$ cat src/hdl/aeg_pkg.sv
// shared types, codes and reset values for the adsr envelope generator
package aeg_pkg;

	localparam int LEVEL_FRAC_BITS_DEF = 16;

	localparam int COEFF_W   = 16;
	localparam int LEVEL16_W = 17;
	localparam int PHASE_W   = 3;
	localparam int OP_W      = 2;
	localparam int CFG_IDX_W = 3;
	localparam int CFG_W     = 17;
	localparam int IN_TDATA_W  = 24;
	localparam int OUT_TDATA_W = 24;

	typedef enum logic [OP_W-1:0] {
		OP_TICK     = 2'd0,
		OP_NOTE_ON  = 2'd1,
		OP_NOTE_OFF = 2'd2,
		OP_CHOKE    = 2'd3
	} op_t;

	typedef enum logic [PHASE_W-1:0] {
		PH_REST    = 3'd0,
		PH_ATTACK  = 3'd1,
		PH_DECAY   = 3'd2,
		PH_SUSTAIN = 3'd3,
		PH_RELEASE = 3'd4,
		PH_CHOKE   = 3'd5
	} phase_t;

	typedef enum logic [CFG_IDX_W-1:0] {
		REG_ATTACK_COEFF   = 3'd0,
		REG_DECAY_COEFF    = 3'd1,
		REG_RELEASE_COEFF  = 3'd2,
		REG_CHOKE_COEFF    = 3'd3,
		REG_SUSTAIN_LEVEL  = 3'd4,
		REG_VELOCITY_DEPTH = 3'd5,
		REG_ATTACK_OFFSET  = 3'd6,
		REG_FALL_OFFSET    = 3'd7
	} cfg_idx_t;

	typedef struct packed {
		logic [COEFF_W-1:0]   attack_coeff;
		logic [COEFF_W-1:0]   decay_coeff;
		logic [COEFF_W-1:0]   release_coeff;
		logic [COEFF_W-1:0]   choke_coeff;
		logic [LEVEL16_W-1:0] sustain_level;
		logic [LEVEL16_W-1:0] velocity_depth;
		logic [LEVEL16_W-1:0] attack_offset;
		logic [LEVEL16_W-1:0] fall_offset;
	} cfg_t;

	localparam logic [COEFF_W-1:0]   RST_ATTACK_COEFF   = 16'd64000;
	localparam logic [COEFF_W-1:0]   RST_DECAY_COEFF    = 16'd65000;
	localparam logic [COEFF_W-1:0]   RST_RELEASE_COEFF  = 16'd65200;
	localparam logic [COEFF_W-1:0]   RST_CHOKE_COEFF    = 16'd60000;
	localparam logic [LEVEL16_W-1:0] RST_SUSTAIN_LEVEL  = 17'd52429;
	localparam logic [LEVEL16_W-1:0] RST_VELOCITY_DEPTH = 17'd19661;
	localparam logic [LEVEL16_W-1:0] RST_ATTACK_OFFSET  = 17'd6554;
	localparam logic [LEVEL16_W-1:0] RST_FALL_OFFSET    = 17'd655;

endpackage

$ cat src/hdl/adsr_envelope_generator_core.sv
// Exponential ADSR envelope for one voice. Note-on, note-off and choke items take effect in
// the cycle they are accepted and give no result. A tick item gives one level sample; its
// work runs through one shared bit-serial multiplier that takes one multiplier bit per cycle,
// used for velocity scaling, the sustain target and the one-pole step in decay and sustain,
// for velocity scaling and the step in attack, for the step alone in release and choke, and
// not at rest. Input is taken again once the result sits in the output register.
module adsr_envelope_generator_core #(
	parameter int LEVEL_FRAC_BITS = aeg_pkg::LEVEL_FRAC_BITS_DEF
) (
	input  logic                               clk,
	input  logic                               arst_n,
	input  logic                               s_axis_tvalid,
	output logic                               s_axis_tready,
	input  logic [aeg_pkg::IN_TDATA_W-1:0]     s_axis_tdata,  // note_velocity[16:0]
	input  logic [aeg_pkg::OP_W-1:0]           s_axis_tuser,  // operation[1:0]
	output logic                               m_axis_tvalid,
	input  logic                               m_axis_tready,
	output logic [aeg_pkg::OUT_TDATA_W-1:0]    m_axis_tdata,  // level[16:0], phase_now[19:17], at_rest[20]
	input  logic                               cfg_we,
	input  logic [aeg_pkg::CFG_IDX_W-1:0]      cfg_index,
	input  logic [aeg_pkg::CFG_W-1:0]          cfg_data
);

	localparam int F     = LEVEL_FRAC_BITS;
	localparam int AW    = F + 4;
	localparam int BW    = (F + 1 > 16) ? F + 1 : 16;
	localparam int PW    = AW + BW;
	localparam int UP_SH = (F >= 16) ? F - 16 : 0;
	localparam int DN_SH = (F < 16) ? 16 - F : 0;
	localparam logic [F:0] ONE = {1'b1, {F{1'b0}}};
	localparam int COEFF_SEL_W = aeg_pkg::COEFF_W;

	typedef enum logic [3:0] {
		ST_IDLE,
		ST_SETUP,
		ST_VS,
		ST_AIM,
		ST_TG,
		ST_OPST,
		ST_OP,
		ST_FIN,
		ST_OUT
	} state_t;

	function automatic logic [F:0] from16(input logic [16:0] x);
		logic [F+16:0] w;
		w = ({{F{1'b0}}, x} << UP_SH) >> DN_SH;
		return w[F:0];
	endfunction

	function automatic logic [F:0] sat_one(input logic [F:0] x);
		return (x > ONE) ? ONE : x;
	endfunction

	function automatic logic [16:0] to16(input logic [F:0] x);
		logic [F+16:0] w;
		w = ({16'b0, x} >> UP_SH) << DN_SH;
		return w[16:0];
	endfunction

	aeg_pkg::cfg_t   cfg;
	state_t          state_q;
	aeg_pkg::phase_t phase_q;
	logic [F:0]      env_q;
	logic [16:0]     held_q;
	logic [F:0]      tgt_q;
	logic signed [AW-1:0] aim_q;
	logic [F+1:0]    new_q;
	logic            m_valid_q;
	logic [aeg_pkg::OUT_TDATA_W-1:0] m_data_q;

	logic                 mul_start;
	logic signed [AW-1:0] mul_a;
	logic [BW-1:0]        mul_b;
	logic                 mul_done;
	logic signed [PW-1:0] prod;

	logic [F:0]           d_sat;
	logic [F:0]           v_sat;
	logic [F:0]           sus_sat;
	logic signed [AW-1:0] atk_s;
	logic signed [AW-1:0] fall_s;
	logic                 active;
	logic [F:0]           prod_hi;
	logic [F+1:0]         scale_sum;
	logic signed [AW-1:0] diff;
	logic signed [AW-1:0] aim_att;
	logic signed [AW-1:0] aim_fall;
	logic [COEFF_SEL_W-1:0] k_sel;
	logic signed [AW-1:0] prod_shr;
	logic signed [AW:0]   r_sum;
	logic [F+1:0]         new_nx;
	logic                 s_accept;
	logic                 out_load;
	aeg_pkg::op_t         op;

	aeg_cfg_regs u_cfg (
		.clk       (clk),
		.arst_n    (arst_n),
		.cfg_we    (cfg_we),
		.cfg_index (cfg_index),
		.cfg_data  (cfg_data),
		.cfg       (cfg)
	);

	aeg_serial_mul #(
		.AW (AW),
		.BW (BW)
	) u_mul (
		.clk    (clk),
		.arst_n (arst_n),
		.start  (mul_start),
		.a      (mul_a),
		.b      (mul_b),
		.done   (mul_done),
		.prod   (prod)
	);

	assign d_sat   = sat_one(from16(cfg.velocity_depth));
	assign v_sat   = sat_one(from16(held_q));
	assign sus_sat = sat_one(from16(cfg.sustain_level));
	assign atk_s   = $signed(AW'(from16(cfg.attack_offset)));
	assign fall_s  = $signed(AW'(from16(cfg.fall_offset)));

	assign active = (phase_q == aeg_pkg::PH_ATTACK) || (phase_q == aeg_pkg::PH_DECAY) ||
		(phase_q == aeg_pkg::PH_SUSTAIN);

	// product scaled back by the fractional bits
	assign prod_hi   = prod[F +: F+1];
	assign scale_sum = (F+2)'(ONE) - (F+2)'(d_sat) + (F+2)'(prod_hi);

	assign aim_att  = $signed(AW'(tgt_q)) + atk_s;
	assign aim_fall = (phase_q == aeg_pkg::PH_DECAY) ?
		($signed(AW'(prod_hi)) - fall_s) : $signed(AW'(prod_hi));
	assign diff     = $signed(AW'(env_q)) - aim_q;

	always_comb begin
		case (phase_q)
			aeg_pkg::PH_ATTACK:  k_sel = cfg.attack_coeff;
			aeg_pkg::PH_RELEASE: k_sel = cfg.release_coeff;
			aeg_pkg::PH_CHOKE:   k_sel = cfg.choke_coeff;
			default:             k_sel = cfg.decay_coeff;
		endcase
	end

	// one-pole step: aim + round(k*(level-aim) / 2^16), clamped at zero
	assign prod_shr = prod[16 +: AW];
	assign r_sum    = {aim_q[AW-1], aim_q} + {prod_shr[AW-1], prod_shr} +
		$signed({{AW{1'b0}}, prod[15]});
	assign new_nx   = r_sum[AW] ? '0 : r_sum[F+1:0];

	always_comb begin
		mul_start = 1'b0;
		mul_a     = '0;
		mul_b     = '0;
		case (state_q)
			ST_SETUP: begin
				mul_start = active;
				mul_a     = $signed(AW'(d_sat));
				mul_b     = BW'(v_sat);
			end
			ST_AIM: begin
				mul_start = (phase_q != aeg_pkg::PH_ATTACK);
				mul_a     = $signed(AW'(sus_sat));
				mul_b     = BW'(tgt_q);
			end
			ST_OPST: begin
				mul_start = 1'b1;
				mul_a     = diff;
				mul_b     = BW'(k_sel);
			end
			default: begin
				mul_start = 1'b0;
			end
		endcase
	end

	assign op       = aeg_pkg::op_t'(s_axis_tuser);
	assign s_accept = s_axis_tvalid && s_axis_tready;
	assign out_load = (state_q == ST_OUT) && (!m_valid_q || m_axis_tready);

	always_ff @(posedge clk or negedge arst_n) begin
		if (!arst_n) begin
			state_q   <= ST_IDLE;
			phase_q   <= aeg_pkg::PH_REST;
			env_q     <= '0;
			held_q    <= '0;
			tgt_q     <= '0;
			aim_q     <= '0;
			new_q     <= '0;
			m_valid_q <= 1'b0;
			m_data_q  <= '0;
		end else begin
			if (out_load) begin
				m_valid_q <= 1'b1;
			end else if (m_valid_q && m_axis_tready) begin
				m_valid_q <= 1'b0;
			end
			unique case (state_q)
				ST_IDLE: begin
					if (s_accept) begin
						unique case (op)
							aeg_pkg::OP_TICK: state_q <= ST_SETUP;
							aeg_pkg::OP_NOTE_ON: begin
								phase_q <= aeg_pkg::PH_ATTACK;
								held_q  <= s_axis_tdata[16:0];
							end
							aeg_pkg::OP_NOTE_OFF: begin
								if (active) phase_q <= aeg_pkg::PH_RELEASE;
							end
							aeg_pkg::OP_CHOKE: begin
								if (active) phase_q <= aeg_pkg::PH_CHOKE;
							end
							default: state_q <= ST_IDLE;
						endcase
					end
				end
				ST_SETUP: begin
					unique case (phase_q) inside
						aeg_pkg::PH_ATTACK, aeg_pkg::PH_DECAY, aeg_pkg::PH_SUSTAIN: begin
							state_q <= ST_VS;
						end
						aeg_pkg::PH_RELEASE, aeg_pkg::PH_CHOKE: begin
							aim_q   <= -fall_s;
							state_q <= ST_OPST;
						end
						aeg_pkg::PH_REST: state_q <= ST_OUT;
						default: begin
							phase_q <= aeg_pkg::PH_REST;
							state_q <= ST_OUT;
						end
					endcase
				end
				ST_VS: begin
					if (mul_done) begin
						tgt_q   <= scale_sum[F:0];
						state_q <= ST_AIM;
					end
				end
				ST_AIM: begin
					if (phase_q == aeg_pkg::PH_ATTACK) begin
						aim_q   <= aim_att;
						state_q <= ST_OPST;
					end else begin
						state_q <= ST_TG;
					end
				end
				ST_TG: begin
					if (mul_done) begin
						tgt_q   <= prod_hi;
						aim_q   <= aim_fall;
						state_q <= ST_OPST;
					end
				end
				ST_OPST: state_q <= ST_OP;
				ST_OP: begin
					if (mul_done) begin
						new_q   <= new_nx;
						state_q <= ST_FIN;
					end
				end
				ST_FIN: begin
					unique case (phase_q) inside
						aeg_pkg::PH_ATTACK: begin
							if (new_q >= (F+2)'(tgt_q)) begin
								env_q   <= tgt_q;
								phase_q <= aeg_pkg::PH_DECAY;
							end else begin
								env_q <= new_q[F:0];
							end
						end
						aeg_pkg::PH_DECAY: begin
							env_q <= new_q[F:0];
							if (new_q <= (F+2)'(sus_sat)) phase_q <= aeg_pkg::PH_SUSTAIN;
						end
						aeg_pkg::PH_RELEASE, aeg_pkg::PH_CHOKE: begin
							env_q <= new_q[F:0];
							if (new_q == '0) phase_q <= aeg_pkg::PH_REST;
						end
						default: env_q <= new_q[F:0];
					endcase
					state_q <= ST_OUT;
				end
				ST_OUT: begin
					if (out_load) begin
						m_data_q  <= {3'b000, (phase_q == aeg_pkg::PH_REST), phase_q,
							to16(env_q)};
						state_q   <= ST_IDLE;
					end
				end
				default: state_q <= ST_IDLE;
			endcase
		end
	end

	assign s_axis_tready = (state_q == ST_IDLE);
	assign m_axis_tvalid = m_valid_q;
	assign m_axis_tdata  = m_data_q;

endmodule

$ cat src/hdl/aeg_cfg_regs.sv
// configuration register file of the adsr envelope generator
module aeg_cfg_regs (
	input  logic                             clk,
	input  logic                             arst_n,
	input  logic                             cfg_we,
	input  logic [aeg_pkg::CFG_IDX_W-1:0]    cfg_index,
	input  logic [aeg_pkg::CFG_W-1:0]        cfg_data,
	output aeg_pkg::cfg_t                    cfg
);

	aeg_pkg::cfg_t cfg_q;

	always_ff @(posedge clk or negedge arst_n) begin
		if (!arst_n) begin
			cfg_q.attack_coeff   <= aeg_pkg::RST_ATTACK_COEFF;
			cfg_q.decay_coeff    <= aeg_pkg::RST_DECAY_COEFF;
			cfg_q.release_coeff  <= aeg_pkg::RST_RELEASE_COEFF;
			cfg_q.choke_coeff    <= aeg_pkg::RST_CHOKE_COEFF;
			cfg_q.sustain_level  <= aeg_pkg::RST_SUSTAIN_LEVEL;
			cfg_q.velocity_depth <= aeg_pkg::RST_VELOCITY_DEPTH;
			cfg_q.attack_offset  <= aeg_pkg::RST_ATTACK_OFFSET;
			cfg_q.fall_offset    <= aeg_pkg::RST_FALL_OFFSET;
		end else if (cfg_we) begin
			unique case (aeg_pkg::cfg_idx_t'(cfg_index))
				aeg_pkg::REG_ATTACK_COEFF:   cfg_q.attack_coeff   <= cfg_data[15:0];
				aeg_pkg::REG_DECAY_COEFF:    cfg_q.decay_coeff    <= cfg_data[15:0];
				aeg_pkg::REG_RELEASE_COEFF:  cfg_q.release_coeff  <= cfg_data[15:0];
				aeg_pkg::REG_CHOKE_COEFF:    cfg_q.choke_coeff    <= cfg_data[15:0];
				aeg_pkg::REG_SUSTAIN_LEVEL:  cfg_q.sustain_level  <= cfg_data;
				aeg_pkg::REG_VELOCITY_DEPTH: cfg_q.velocity_depth <= cfg_data;
				aeg_pkg::REG_ATTACK_OFFSET:  cfg_q.attack_offset  <= cfg_data;
				aeg_pkg::REG_FALL_OFFSET:    cfg_q.fall_offset    <= cfg_data;
				default: cfg_q <= cfg_q;
			endcase
		end
	end

	assign cfg = cfg_q;

endmodule

$ cat src/hdl/aeg_serial_mul.sv
// bit-serial shift-add multiplier, signed multiplicand times unsigned multiplier
module aeg_serial_mul #(
	parameter int AW = 20,
	parameter int BW = 17
) (
	input  logic                    clk,
	input  logic                    arst_n,
	input  logic                    start,
	input  logic signed [AW-1:0]    a,
	input  logic        [BW-1:0]    b,
	output logic                    done,
	output logic signed [AW+BW-1:0] prod
);

	localparam int CW = $clog2(BW + 1);

	logic                 busy_q;
	logic                 done_q;
	logic [CW-1:0]        cnt_q;
	logic signed [AW-1:0] a_q;
	logic signed [AW:0]   hi_q;
	logic [BW-1:0]        lo_q;
	logic signed [AW:0]   sum;

	// multiplier bits leave lo one per cycle, product bits shift in behind them
	assign sum = lo_q[0] ? (hi_q + {a_q[AW-1], a_q}) : hi_q;

	always_ff @(posedge clk or negedge arst_n) begin
		if (!arst_n) begin
			busy_q <= 1'b0;
			done_q <= 1'b0;
			cnt_q  <= '0;
		end else begin
			done_q <= 1'b0;
			if (start) begin
				busy_q <= 1'b1;
				cnt_q  <= CW'(BW);
			end else if (busy_q) begin
				cnt_q <= cnt_q - 1'b1;
				if (cnt_q == CW'(1)) begin
					busy_q <= 1'b0;
					done_q <= 1'b1;
				end
			end
		end
	end

	always_ff @(posedge clk) begin
		if (start) begin
			a_q  <= a;
			hi_q <= '0;
			lo_q <= b;
		end else if (busy_q) begin
			hi_q <= {sum[AW], sum[AW:1]};
			lo_q <= {sum[0], lo_q[BW-1:1]};
		end
	end

	assign done = done_q;
	assign prod = {hi_q[AW-1:0], lo_q};

endmodule

$ cat config.mk
export PLATFORM = sky130hd
export DESIGN_NAME = adsr_envelope_generator_core
export DESIGN_NICKNAME = d
export VERILOG_FILES = /design/src/hdl/aeg_pkg.sv /design/src/hdl/adsr_envelope_generator_core.sv /design/src/hdl/aeg_cfg_regs.sv /design/src/hdl/aeg_serial_mul.sv
export SDC_FILE = /design/constraint.sdc
export NUM_CORES = 1
export LEC_CHECK = 0
export BUFFER_PORTS_ARGS = -buffer_cell sky130_fd_sc_hd__buf_2
export CORE_ASPECT_RATIO = 0.7
export CORE_MARGIN = 2
export CORE_UTILIZATION = 45
export CTS_CLUSTER_DIAMETER = 30
export CTS_CLUSTER_SIZE = 40
export DETAILED_ROUTE_END_ITERATION = 10
export PLACE_DENSITY_LB_ADDON = 0.25
export SETUP_SLACK_MARGIN = 0.3
export SLEW_MARGIN = 20
export SYNTH_ARGS = -nofsm -noshare
export SYNTH_HDL_FRONTEND = slang
export SYNTH_SLANG_ARGS = --single-unit
$ cat constraint.sdc
create_clock -name clk -period 3.6 [get_ports clk]
set_clock_uncertainty 0.15 [all_clocks]
set_input_delay 0.72 -clock clk [delete_from_list [all_inputs] [get_ports clk]]
set_output_delay 0.72 -clock clk [all_outputs]
set_load 0.02 [all_outputs]
# After elaboration in Yosys (flattened, before gate mapping)
# Index checks and enable logic that the tools add are counted.
# Widths: inputs -> output; s select.
dict set report classes {
  n_addsub 10
  magnitude_cmp 5
  n_eq_ne 41
  mux 50
  n_reduce_logical 35
}
# cell count
set ops {}
lappend ops {{$mux 17} 9}
lappend ops {{$pmux 20 s3} 2}
lappend ops {{$mux 20} 4}
lappend ops {{$gt 17x17->1 const B} 3}
lappend ops {{$pmux 17 s3} 1}
lappend ops {{$pmux 16 s3} 1}
lappend ops {{$add 20x20->21} 2}
lappend ops {{$pmux 4 s9} 1}
lappend ops {{$pmux 17 s2} 1}
lappend ops {{$pmux 3 s3} 3}
lappend ops {{$mux 4} 6}
lappend ops {{$add 21x1->21} 1}
lappend ops {{$mux 21} 1}
lappend ops {{$mux 3} 7}
lappend ops {{$neg 17->20} 1}
lappend ops {{$reduce_and 2->1} 10}
lappend ops {{$sub 18x20->20} 1}
lappend ops {{$add 17x17->18} 1}
lappend ops {{$eq 3x3->1 const B} 6}
lappend ops {{$ge 18x17->1} 1}
lappend ops {{$le 18x17->1} 1}
lappend ops {{$logic_not 18->1} 1}
lappend ops {{$mux 18} 1}
lappend ops {{$sub 17x17->18} 1}
lappend ops {{other kinds (37)} 75}
dict set report totals {
  ff_bits 314
  in_bits 51
}

# Logic depth before layout (Yosys ltp)
# Gate-level depths: netlist of run 1.
dict set report logic_depth {
  ltp_word 7
  depth_mapped 16
  mapped_depth_nobuf 16
}

# Modules after synthesis
# From an unflattened synthesis of run 1, not the netlist that was laid out.
dict set report hier_totals {
  cells_unflattened 2011
  area_unflattened_um2 20359.5
}
# module instances cells_each area_each_um2
set modules_own_cells {}
lappend modules_own_cells {adsr_envelope_generator_core 1 1405 11705.0}
lappend modules_own_cells {aeg_cfg_regs 1 287 5142.4}
lappend modules_own_cells {aeg_serial_mul 1 319 3512.1}

# Least setup slack after synthesis of run 1
# Ideal clock, no wire load.
dict set report synth_path {
  kind {register -> register}
  from {reg u_cfg.cfg_q, in the netlist u_cfg.cfg[42]}
  to {reg tgt_q[16]}
  setup_ps 124
  t_arrival_ps 3673
  slack_ps -347
  stages_incl_launch_ff 15
  path_buffers 1
  period_less_slack_ps 3947
  path_cell_list {dfrtp_1 -> nor4_1 -> nand4_1 -> nand2_1 -> clkbuf_1 -> nand2_1 -> ha_1 -> ha_1 -> or4_1 -> o22a_2 -> a221o_2 -> a211oi_2 -> xnor2_1 -> a21oi_1 -> o31a_1}
}
dict set report synth_via {
  elab_chain_len 6
}
# item line_no
set synth_rtl {}
lappend synth_rtl {{start: declaration} aeg_cfg_regs.sv:11} ;# aeg_pkg::cfg_t cfg_q;
lappend synth_rtl {{start signal: assignment} aeg_cfg_regs.sv:33} ;# default: cfg_q <= cfg_q;
lappend synth_rtl {{$gt 17x17->1} adsr_envelope_generator_core.sv:52} ;# return (x > ONE) ? ONE : x;
lappend synth_rtl {{$mux 17 *} adsr_envelope_generator_core.sv:52}
lappend synth_rtl {{$sub 17x17->17 *} adsr_envelope_generator_core.sv:130} ;# assign scale_sum = (F+2)'(ONE) - (F+2)'(d_sat) + (F+2)'(prod_hi);
lappend synth_rtl {{$add 17x17->17 *} adsr_envelope_generator_core.sv:130}
lappend synth_rtl {{$mux 17 *} adsr_envelope_generator_core.sv:235} ;# if (mul_done) begin
lappend synth_rtl {{$pmux 17 s2 *} adsr_envelope_generator_core.sv:199} ;# unique case (state_q)
lappend synth_rtl {{end signal: assignment} adsr_envelope_generator_core.sv:236} ;# tgt_q <= scale_sum[F:0];
lappend synth_rtl {{end signal: assignment} adsr_envelope_generator_core.sv:250} ;# tgt_q <= prod_hi;
lappend synth_rtl {{end: declaration} adsr_envelope_generator_core.sv:66} ;# logic [F:0] tgt_q;
# Mark *: on every way between the ends. The rest lies on a longest branch, timed or not. The select of a mux whose other input is x is not followed.
# A chain may end at the register's enable or synchronous reset.

# Worst setup path after layout of run 1
dict set report layout_path {
  from {reg u_cfg.cfg_q, in the netlist u_cfg.cfg[34]}
  to {reg tgt_q[16]}
}
# Same word-level chain as after synthesis.

==> results of run 1 <==
==> cell families after synthesis <==
| kind of cell | after synthesis | share of synthesized area (%) |
|---|---|---|
| other cells | 1 | 0.0187 |
| compound gates | 566 | 18.5 |
| flops | 314 | 40.0 |
| xor+xnor | 86 | 3.75 |
| buf+inv | 174 | 3.35 |
| simple gates | 495 | 11.8 |
| mux | 221 | 12.1 |
| fa+ha+maj | 165 | 10.5 |
==> power by group <==
group | internal (mW) | switching, mW
combinational | 6.40 | 8.38
sequential | 4.99 | 1.44
clock | 4.77 | 2.24
total | 16.2 | 12.1
==> repair_timing <==
action / 4_1_cts / 5_1_grt
hold buffers: 1 / 0
pin swaps: 39 / 26
endpoints found under the hold margin: 6 / 0
buffers inserted: 7 / 4
resized for setup: 41 / 42
endpoints found under the setup margin: 36 / 53
cloned: 0 / 2
==> final cells by class <==
cell class / count / share of cell area (%)
clock buffers: 90 / 7.57
clock inverters: 44 / 2.74
inverters: 89 / 1.32
multi-input cells: 1536 / 46.8
flip-flops and latches: 314 / 31.6
well taps: 594 / 2.93
repair buffers: 242 / 7.02
==> registers in the layout (all words and copies together), names as in the netlist <==
signal         flops
tgt_q             17
u_mul.cnt_q        5
u_cfg.cfg        132
u_mul.a_q         20
env_q             17
m_axis_tdata      21
u_mul.busy_q       1
phase_q            3
u_mul.done         1
u_mul.hi_q        20
state_q            4
aim_q             20
held_q            17
u_mul.lo_q        17
new_q             18
m_axis_tvalid      1
==> per-stage QoR <==
step,utilization (%),TNS (ns),instances
CTS,57.2,-1.23,2902
global route,57.8,-2.93,2909
floorplan,-,-0.0654,2024
detailed placement,50.7,-2.18,2760
global placement,50.7,-1.75,2760
finish,57.8,-1.36,2909
==> cell usage after synthesis, drive strengths merged (6+ instances only) <==
| cell | number |
|---|---|
| a221oi | 24 |
| buf | 15 |
| nand2b | 23 |
| o21ai | 143 |
| nor3 | 38 |
| a211oi | 37 |
| nor2b | 20 |
| clkbuf | 70 |
| a21oi | 153 |
| xor2 | 29 |
| o31ai | 10 |
| o221ai | 7 |
| o31a | 6 |
| nand4 | 15 |
| or4 | 9 |
| nor2 | 143 |
| dfxtp | 20 |
| mux2 | 169 |
| and3 | 11 |
| ha | 158 |
| inv | 87 |
| nand2 | 156 |
| dfrtp | 193 |
| a21o | 32 |
| mux2i | 52 |
| a31oi | 11 |
| fa | 7 |
| a22oi | 19 |
| nand3 | 22 |
| a221o | 7 |
| o211ai | 7 |
| or3 | 8 |
| a22o | 14 |
| dfstp | 64 |
| o221a | 15 |
| xnor2 | 57 |
| edfxtp | 37 |
| nor4 | 25 |
| o21a | 23 |
==> metal layers <==
layer | global-route usage (%) | up-vias | wire length, um
met2 | 42.1 | 844 | 29000
met5 | 0 | - | 0
met1 | 46.3 | 8816 | 33300
met3 | 8.74 | 133 | 8130
li1 | - | 8034 | -
met4 | 8.51 | 0 | 1830
==> cells in the final DEF (no fill, tap or decap), drive strengths merged, types with 91 or more instances in the layout <==
master  Yosys  layout
a21oi     153     153
buf        15     239
clkbuf     70      92
dfrtp     193     193
ha        158     158
inv        87      91
mux2      169     169
nand2     156     156
nor2      143     143
o21ai     143     143
==> worst max-delay path by stage <==
stage | endpoint | cells past startpoint
floorplan | tgt_q[16] | 14
global placement | tgt_q[16] | 15
detailed placement | tgt_q[16] | 15
CTS | tgt_q[16] | 15
global route | tgt_q[16] | 16
finish | tgt_q[16] | 15
==> critical path: cells and delay by family, from the launching register on <==
family	cells	cell delay [ns]
AND/OR/NAND/NOR	6	1.21
AO/OA/AOI/OAI	4	1.19
flip-flops	1	0.37
adder cells (fa/ha/maj)	2	0.39
buffers and inverters	2	0.31
XOR/XNOR	1	0.10
==> impl_metrics.yaml, run 1 <==
die:
  placementRows: 64
  initial_core_util_pct: 45.8
  ioPinCount: 77
  fp.dieH_um: 181
  die_w_um: 256
  die-area_um2: 46300
  fp.coreArea_um2: 43900
clocking:
  clock_path_buffers: 3
  cts_sinks: 314
  cts_htree_levels: 3
  cts_buffers: 72
  clk_latency_ns: 0.60
  cts_tree: "built"
  root_buffer: "clkbuf_16"
  clkTransAtPathRegs_ns: 0.05
worst_setup_path:
  critPathLaunchType: "register"
  r2r_slack_ns: -0.26
  cp.arrival_ns: 4.17
  cpPeakStageDelay_ns: 0.49
  rr_worst_depth: 15
  crit-reg2reg-launch: "u_cfg.cfg[34]"
  cp_slowest_cell: "or4_1"
  rr_endpoint: "tgt_q[16]"
  endpoint_kind: "register"
  worst_ep_required_time_ns: 3.91
  setup.worst_path.start: "u_cfg.cfg[34]"
  cp_common_cell: "ha_4"
  path_class: "register to register"
  critical_path.cell_chain: "nor4_2 -> buf_4 -> nand4_1 -> nand2_2 -> buf_12 -> nand2_4 -> ha_4 -> ha_4 -> or4_1 -> o22a_2 -> a221o_2 -> a211oi_2 -> xnor2_1 -> and3_1 -> o31a_1"
  crit_fanout: 8
timing:
  setup_viol: 8
  rsz0062_at_grt: "yes"
  fin_crit_sh_pct: 107
  period_minus_slack_ns: 3.86
  worstMarginPinSlew_ns: 1.12
  relSlewSlack_pct: 25.1
  finalHoldViolCount: 0
  final-max-slew-violation-count: 0
  hold_ws_ns: 0.197
  fmax_ghz: 0.259
  worst_slack_ns: -0.255
global_routing:
  antenna_found_initial: 1
  grt_pass1_wl_um: 107000
  first_global_vias: 16800
  grt_use_total_pct: 30.6
  globalRouteOverflowTotal: 0
  grt_max_degree: 84
drt:
  drtAntennaViolNets: 0
  wire_per_inst_um: 24.8
  drt_iter0_markers: 2084
  firstDrtPassIters: 5
  drc: 0
  vias: 17800
  viasPerCell: 6.13
  routed_wl_um: 72200
finish:
  syn_to_final_growth_pct: 26.3
  register_area_um2: 8030
  multi_input_area_um2: 11900
  fillers: 3765
  fin_area_um2: 25400
  fin_nets: 2471
  drive_gt1_share_pct: 30.2
  n_antenna_cell: 0
worst_hold_path:
  holdPathEnd: "held_q[16]"
  hold_path_depth: 3
  hp-start: "s_axis_tdata[16]"
  hold_class: "input pin to register"
yosys:
  yosysTopAreaCellShare_pct: 24.1
  yosys_warnings: 0
  yosysSeqAreaShare_pct: 40.0
  post_synth_main_area_contributors: "dfrtp_1 (24%), ha_1 (9.8%), mux2_2 (9.5%)"
  yosysTopAreaCell: "dfrtp_1"
  syn_inst: 2022
  async_reset_ff_share_pct: 81.8
  syn-cell-area_um2: 20100
  synth_edf_count: 37
  synth_seq_cells: 314
  avgSynthCellArea_um2: 9.93
  ys_types: 85
  synthFlopType: "dfrtp_1"
power_and_ir_drop:
  ir_drop_uv: 450
  fin_total_pwr_mw: 28.2
  p_leak_nw: 11.4
  power_density_nw_per_um2: 1110
place:
  hpwlAfterDp_um: 54000
  dp_slack_ns: -0.382
  port_buffers: 66
  placed_cell_area_um2: 22200
  place_congestion: 0.990
outcome:
  violations: "setup timing"
  status: "finished with violations"
run:
  maxCapViolCount: 0
Power figures use the tool's default switching activity.
==> run 2: changes to the inputs <==
--- a/config.mk
+++ b/config.mk
@@ -13,8 +13,10 @@
 export CTS_CLUSTER_SIZE = 40
 export DETAILED_ROUTE_END_ITERATION = 10
 export PLACE_DENSITY_LB_ADDON = 0.25
+export REMOVE_ABC_BUFFERS = 1
 export SETUP_SLACK_MARGIN = 0.3
 export SLEW_MARGIN = 20
 export SYNTH_ARGS = -nofsm -noshare
 export SYNTH_HDL_FRONTEND = slang
 export SYNTH_SLANG_ARGS = --single-unit
+export TNS_END_PERCENT = 50
==> impl_metrics.yaml, run 2 (synthesis results as in run 1) <==
outcome:
  violations: "setup timing"
  status: "finished with violations"
global_routing:
  antenna_found_initial: 0
  grt_pass1_wl_um: 102000
  grt_max_degree: 77
  grt_use_total_pct: 28.5
  globalRouteOverflowTotal: 0
  first_global_vias: 16700
power_and_ir_drop:
  pwr-share-comb_pct: 54.0
  clkPwrFrac_pct: 23.1
  p_int_mw: 15.9
  ir_drop_uv: 486
  p_leak_nw: 11.4
  swShare_pct: 42.7
  seqPwrFrac_pct: 22.8
  fin_total_pwr_mw: 27.7
  switchingPower_mw: 11.8
  power_density_nw_per_um2: 1090
clocking:
  clk_latency_ns: 0.58
  clock_path_buffers: 3
  clkTransAtPathRegs_ns: 0.05
  cts_tree: "built"
  cts_sinks: 314
  cts_htree_levels: 3
  root_buffer: "clkbuf_16"
  cts_buffers: 67
finish:
  most-common-layout-cells: "dfrtp_1 (193), buf_4 (168), mux2_2 (167), nand2_1 (147), a21oi_1 (146)"
  syn_to_final_growth_pct: 26.6
  layout_commonest_cell: "dfrtp_1"
  fillers: 3768
  post-route-util_pct: 57.9
  drive_gt1_share_pct: 31.1
  n_antenna_cell: 0
  largest_reg_flops: 132
  fin_nets: 2479
  layoutNonFillerInstCount: 2911
drt:
  vias: 17600
  routed_wl_um: 67700
  drt_iter0_markers: 1890
  viasPerCell: 6.05
  drt-met1-wl_um: 32100
  wl_met3_um: 5740
  wl_met2_um: 28100
  highest_layer: "met4"
  drtAntennaViolNets: 0
  firstDrtPassIters: 6
  drc: 0
  wire_per_inst_um: 23.3
timing:
  final-max-slew-violation-count: 0
  hold_ws_ns: 0.220
  fmax_ghz: 0.255
  fin_crit_sh_pct: 109
  rsz0062_at_grt: "yes"
  relSlewSlack_pct: 33.7
  worstMarginPinSlew_ns: 0.991
  period_minus_slack_ns: 3.92
  worst_slack_ns: -0.318
  setup_viol: 11
  finalHoldViolCount: 0
worst_setup_path:
  crit_fanout: 4
  endpoint_kind: "register"
  worst_ep_required_time_ns: 3.91
  path_class: "register to register"
  rr_endpoint: "tgt_q[16]"
  r2r_slack_ns: -0.32
  cp.arrival_ns: 4.23
  crit-reg2reg-launch: "u_cfg.cfg[45]"
  rr_worst_depth: 16
  setup.worst_path.start: "u_cfg.cfg[45]"
  critPathLaunchType: "register"
  cp-endpoint: "tgt_q[16]"
die:
  initial_core_util_pct: 45.8
  ioPinCount: 77
  fp.dieH_um: 181
  die-area_um2: 46300
  fp.coreArea_um2: 43900
  placementRows: 64
  die_w_um: 256
place:
  hpwlAfterDp_um: 50200
  port_buffers: 66
  place_congestion: 0.967
  dp_cells: 2765
worst_hold_path:
  hold_class: "input pin to register"
  hp-start: "s_axis_tdata[7]"
run:
  maxCapViolCount: 0
[run 2: changes by cell type in the layout (fill, tap and decap cells not counted), sizes merged]
| cell | previous run | this run |
|---|---|---|
| buf | 239 | 252 |
| clkbuf | 92 | 91 |
| inv | 91 | 93 |
| clkinv | 22 | 12 |
| clkinvlp | 7 | 12 |
| bufinv | 13 | 6 |
[run 2: per-layer routing]
| layer | global-route usage, % | vias up |
|---|---|---|
| met5 | 0 | - |
| met4 | 8.51 | 0 |
| met3 | 5.30 | 119 |
| met2 | 40.4 | 699 |
| met1 | 43.9 | 8736 |
| li1 | - | 8047 |
[run 2: how the worst min path moves through the flow]
stage,endpoint,slack (ns),cells past startpoint
floorplan,aim_q[0],0.27,0
global placement,m_axis_tdata[20],0.31,2
detailed placement,m_axis_tdata[20],0.32,2
CTS,held_q[1],0.20,2
global route,held_q[4],0.21,2
finish,held_q[7],0.22,2
[run 2: repair_timing]
item / in CTS / in global routing
gates cloned: 1 / 2
pin swaps: 45 / 27
setup endpoints to repair: 35 / 48
endpoints found under the hold margin: 33 / 0
hold buffers: 1 / 0
buffers inserted: 11 / 7
gates resized for setup: 77 / 49
[run 2: critical path: stages, from the launching register on]
cell,delay [ns]
dfstp_2,0.37
nor4_2,0.28
buf_4,0.18
nand4_1,0.12
nand2_2,0.17
buf_12,0.12
buf_16,0.11
nand2_4,0.05
ha_4,0.16
ha_4,0.15
or4_4,0.53
o22a_4,0.25
a221o_2,0.44
a211oi_2,0.21
xnor2_1,0.10
and3_1,0.15
o31a_1,0.27
[run 2: layout make-up]
class                           count  area (um2)  area share, %
Multi-Input combinational cell   1536       12000           47.2
Inverter                           89         334           1.31
Clock buffer                       89        1960           7.69
Sequential cell                   314        8020           31.6
Clock inverter                     34         412           1.62
Timing Repair Buffer              255        1940           7.64
Tap cell                          594         743           2.92
[run 2: stage by stage]
| stage | instance area (um2) | TNS, ns | setup WS [ns] |
|---|---|---|---|
| after floorplan | 19700 | -94.82 | -1.39 |
| after global placement | 22200 | -3.87 | -0.487 |
| after detailed placement | 22200 | -4.42 | -0.611 |
| after CTS | 25100 | -1.36 | -0.303 |
| after global routing | 25400 | -3.33 | -0.412 |
| final | 25400 | -1.99 | -0.318 |
[run 2: power by group through the flow]
stage	clock network [mW]	logic [mW]	registers [mW]
after floorplan	0	8.66	6.00
after detailed placement	0	13.3	6.29
after CTS	6.47	14.1	6.26
after global placement	0	13.0	6.27
final	6.40	14.9	6.31
after global routing	6.67	16.3	6.43
==> run 3: changes to the inputs <==
--- a/config.mk
+++ b/config.mk
@@ -5,6 +5,7 @@
 export SDC_FILE = /design/constraint.sdc
 export NUM_CORES = 1
 export LEC_CHECK = 0
+export ABC_AREA = 1
 export BUFFER_PORTS_ARGS = -buffer_cell sky130_fd_sc_hd__buf_2
 export CORE_ASPECT_RATIO = 0.7
 export CORE_MARGIN = 2
==> impl_metrics.yaml, run 3 <==
outcome:
  status: "completed"
clocking:
  cts_buffers: 69
  clkTransAtPathRegs_ns: 0.05
  clock_path_buffers: 3
  cts_sinks: 314
  clk_latency_ns: 0.58
  cts_tree: "built"
  cts_htree_levels: 3
  root_buffer: "clkbuf_16"
die:
  fp.dieH_um: 185
  initial_core_util_pct: 45.5
  die_w_um: 263
  fp.coreArea_um2: 46400
  placementRows: 66
  ioPinCount: 77
  die-area_um2: 48700
yosys:
  synth_edf_count: 37
  synth.most_common_cell: "nand2_1"
  synthFlopType: "dfrtp_1"
  synth_seq_cells: 314
  yosysSeqAreaShare_pct: 38.0
  synthTopCellsByCount: "nand2_1 (827), o21ai_0 (319), inv_1 (293)"
  syn_inst: 2900
  syn-cell-area_um2: 21100
  async_reset_ff_share_pct: 81.8
  yosysTopAreaCell: "dfrtp_1"
  avgSynthCellArea_um2: 7.28
  yosysTopAreaCellShare_pct: 22.9
  yosys_warnings: 0
  ys_types: 53
  post_synth_main_area_contributors: "dfrtp_1 (23%), nand2_1 (15%), ha_1 (9.4%)"
timing:
  fmax_ghz: 0.309
  fin_crit_sh_pct: 90.0
  rsz0062_at_grt: "yes"
  setup_tns_ns: 0
  setup_viol: 0
  finalHoldViolCount: 0
  final-max-slew-violation-count: 0
  relSlewSlack_pct: 27.8
  worstMarginPinSlew_ns: 1.08
  period_minus_slack_ns: 3.24
worst_setup_path:
  endpoint_kind: "register"
  worst_ep_required_time_ns: 3.90
  cp_num_cells: 17
  crit_buf_inv: 2
  r2r_slack_ns: 0.36
  critPathTopFamily: "simple AND/OR/NAND/NOR gates"
  critical_path.cell_chain: "nor2_2 -> nand2_1 -> nor2_2 -> nand3_1 -> o21ai_4 -> buf_4 -> buf_6 -> nand2_1 -> ha_1 -> ha_4 -> nand2_1 -> nor3_2 -> nand3b_1 -> nand3_1 -> nand2_1 -> o21ai_2 -> o21ai_1"
  cpPeakStageDelay_ns: 0.40
  crit-reg2reg-launch: "u_cfg.cfg[43]"
  cp-endpoint: "tgt_q[15]"
  crit_fanout: 6
  setup.worst_path.start: "u_cfg.cfg[43]"
  cp_common_cell: "nand2_1"
  cp_slowest_cell: "dfrtp_1"
  cp.arrival_ns: 3.54
  critPathLaunchType: "register"
  rr_worst_depth: 17
  path_class: "register to register"
  rr_endpoint: "tgt_q[15]"
place:
  hpwlAfterDp_um: 63300
  port_buffers: 66
  place_congestion: 1.02
  placed_cell_area_um2: 22300
  dp_cells: 3550
global_routing:
  globalRouteOverflowTotal: 0
  first_global_vias: 19500
  grt_max_degree: 76
  antenna_found_initial: 1
  grt_pass1_wl_um: 122000
  grt_use_total_pct: 33.4
drt:
  drtAntennaViolNets: 0
  routed_wl_um: 81900
  wire_per_inst_um: 22.2
  drt_iter0_markers: 2376
  vias: 21300
  firstDrtPassIters: 6
  viasPerCell: 5.77
  drc: 0
power_and_ir_drop:
  p_leak_nw: 12.3
  fin_total_pwr_mw: 27.2
  power_density_nw_per_um2: 1080
  ir_drop_uv: 426
finish:
  register_area_um2: 8020
  post-route-util_pct: 54.2
  syn_to_final_growth_pct: 19.1
  fin_nets: 3233
  largest_reg_flops: 132
  multi_input_area_um2: 11800
  n_antenna_cell: 0
  fin_area_um2: 25100
  layoutNonFillerInstCount: 3685
  fillers: 4468
  layout_commonest_cell: "nand2_1"
  drive_gt1_share_pct: 12.8
  most-common-layout-cells: "nand2_1 (822), o21ai_0 (309), inv_1 (291), nor2_1 (227), dfrtp_1 (193)"
worst_hold_path:
  hold_class: "input pin to register"
  hp-start: "s_axis_tdata[12]"
run:
  maxCapViolCount: 0
run 3: cell types whose count changed after synthesis, moves of 21 or more:
cell	previous run	this run
nor2_1	143	231
nand3_1	22	166
a21oi_1	153	187
inv_1	87	293
xnor2_1	57	17
nand4_1	15	45
mux2_2	169	0
o21ai_0	141	319
a211oi_1	36	15
mux2i_1	52	0
a221oi_1	24	0
nand2_1	156	827
nand2b_1	23	0
run 3: tightest hold or removal path, cell delays in order:
cell     delay (ns)
buf_2          0.07
nand2_1        0.04
o21ai_0        0.06
run 3: cell type report:
| cell class | count | share of cell area, % |
|---|---|---|
| Timing Repair Buffer | 130 | 3.42 |
| Clock buffer | 82 | 7.57 |
| Inverter | 310 | 4.63 |
| Sequential cell | 314 | 31.9 |
| Tap cell | 612 | 3.05 |
| Multi-Input combinational cell | 2192 | 47.0 |
| Clock inverter | 45 | 2.37 |
run 3: logic make-up after synthesis:
logic type	synth area share, %
AOI/OAI and AO/OA	16.0
and+or+nand+nor	26.7
DFF	38.0
adders and majority gates	10.0
buffers and inverters	7.32
other	0.0178
xor gates and xnor gates	1.95
run 3: how the worst min path moves through the flow:
stage,end,depth (start not counted)
5_1_grt,m_axis_tvalid,2
3_3_place_gp,m_axis_tdata[13],2
2_1_floorplan,aim_q[0],0
6_report,held_q[12],3
4_1_cts,m_axis_tvalid,2
3_5_place_dp,m_axis_tdata[11],2
run 3: routing by layer:
layer / track usage, % / vias to the layer above / wire (um)
met3: 10.2 / 155 / 9840
met2: 46.8 / 1110 / 32300
met5: 0 / - / 0
met1: 49.3 / 10100 / 37600
li1: - / 9911 / -
met4: 9.19 / 0 / 2190
run 3: timing repair:
item / 4_1_cts / 5_1_grt
setup endpoints to repair: 13 / 20
pin swaps: 3 / 15
gates cloned: 0 / 1
setup buffers: 1 / 5
hold buffers: 1 / 0
endpoints found under the hold margin: 35 / 0
resized for setup: 14 / 53
run 3: through the flow:
step / worst slack, ns / hold slack [ns]
global placement: 0.177 / 0.298
floorplan: 0.0324 / 0.274
CTS: 0.307 / 0.188
finish: 0.361 / 0.198
detailed placement: 0.0255 / 0.303
global route: 0.217 / 0.202
run 3: power by group:
group	internal [mW]	switching, mW
clock network	4.65	2.16
registers	4.95	1.28
logic	4.73	9.45
total	14.3	12.9
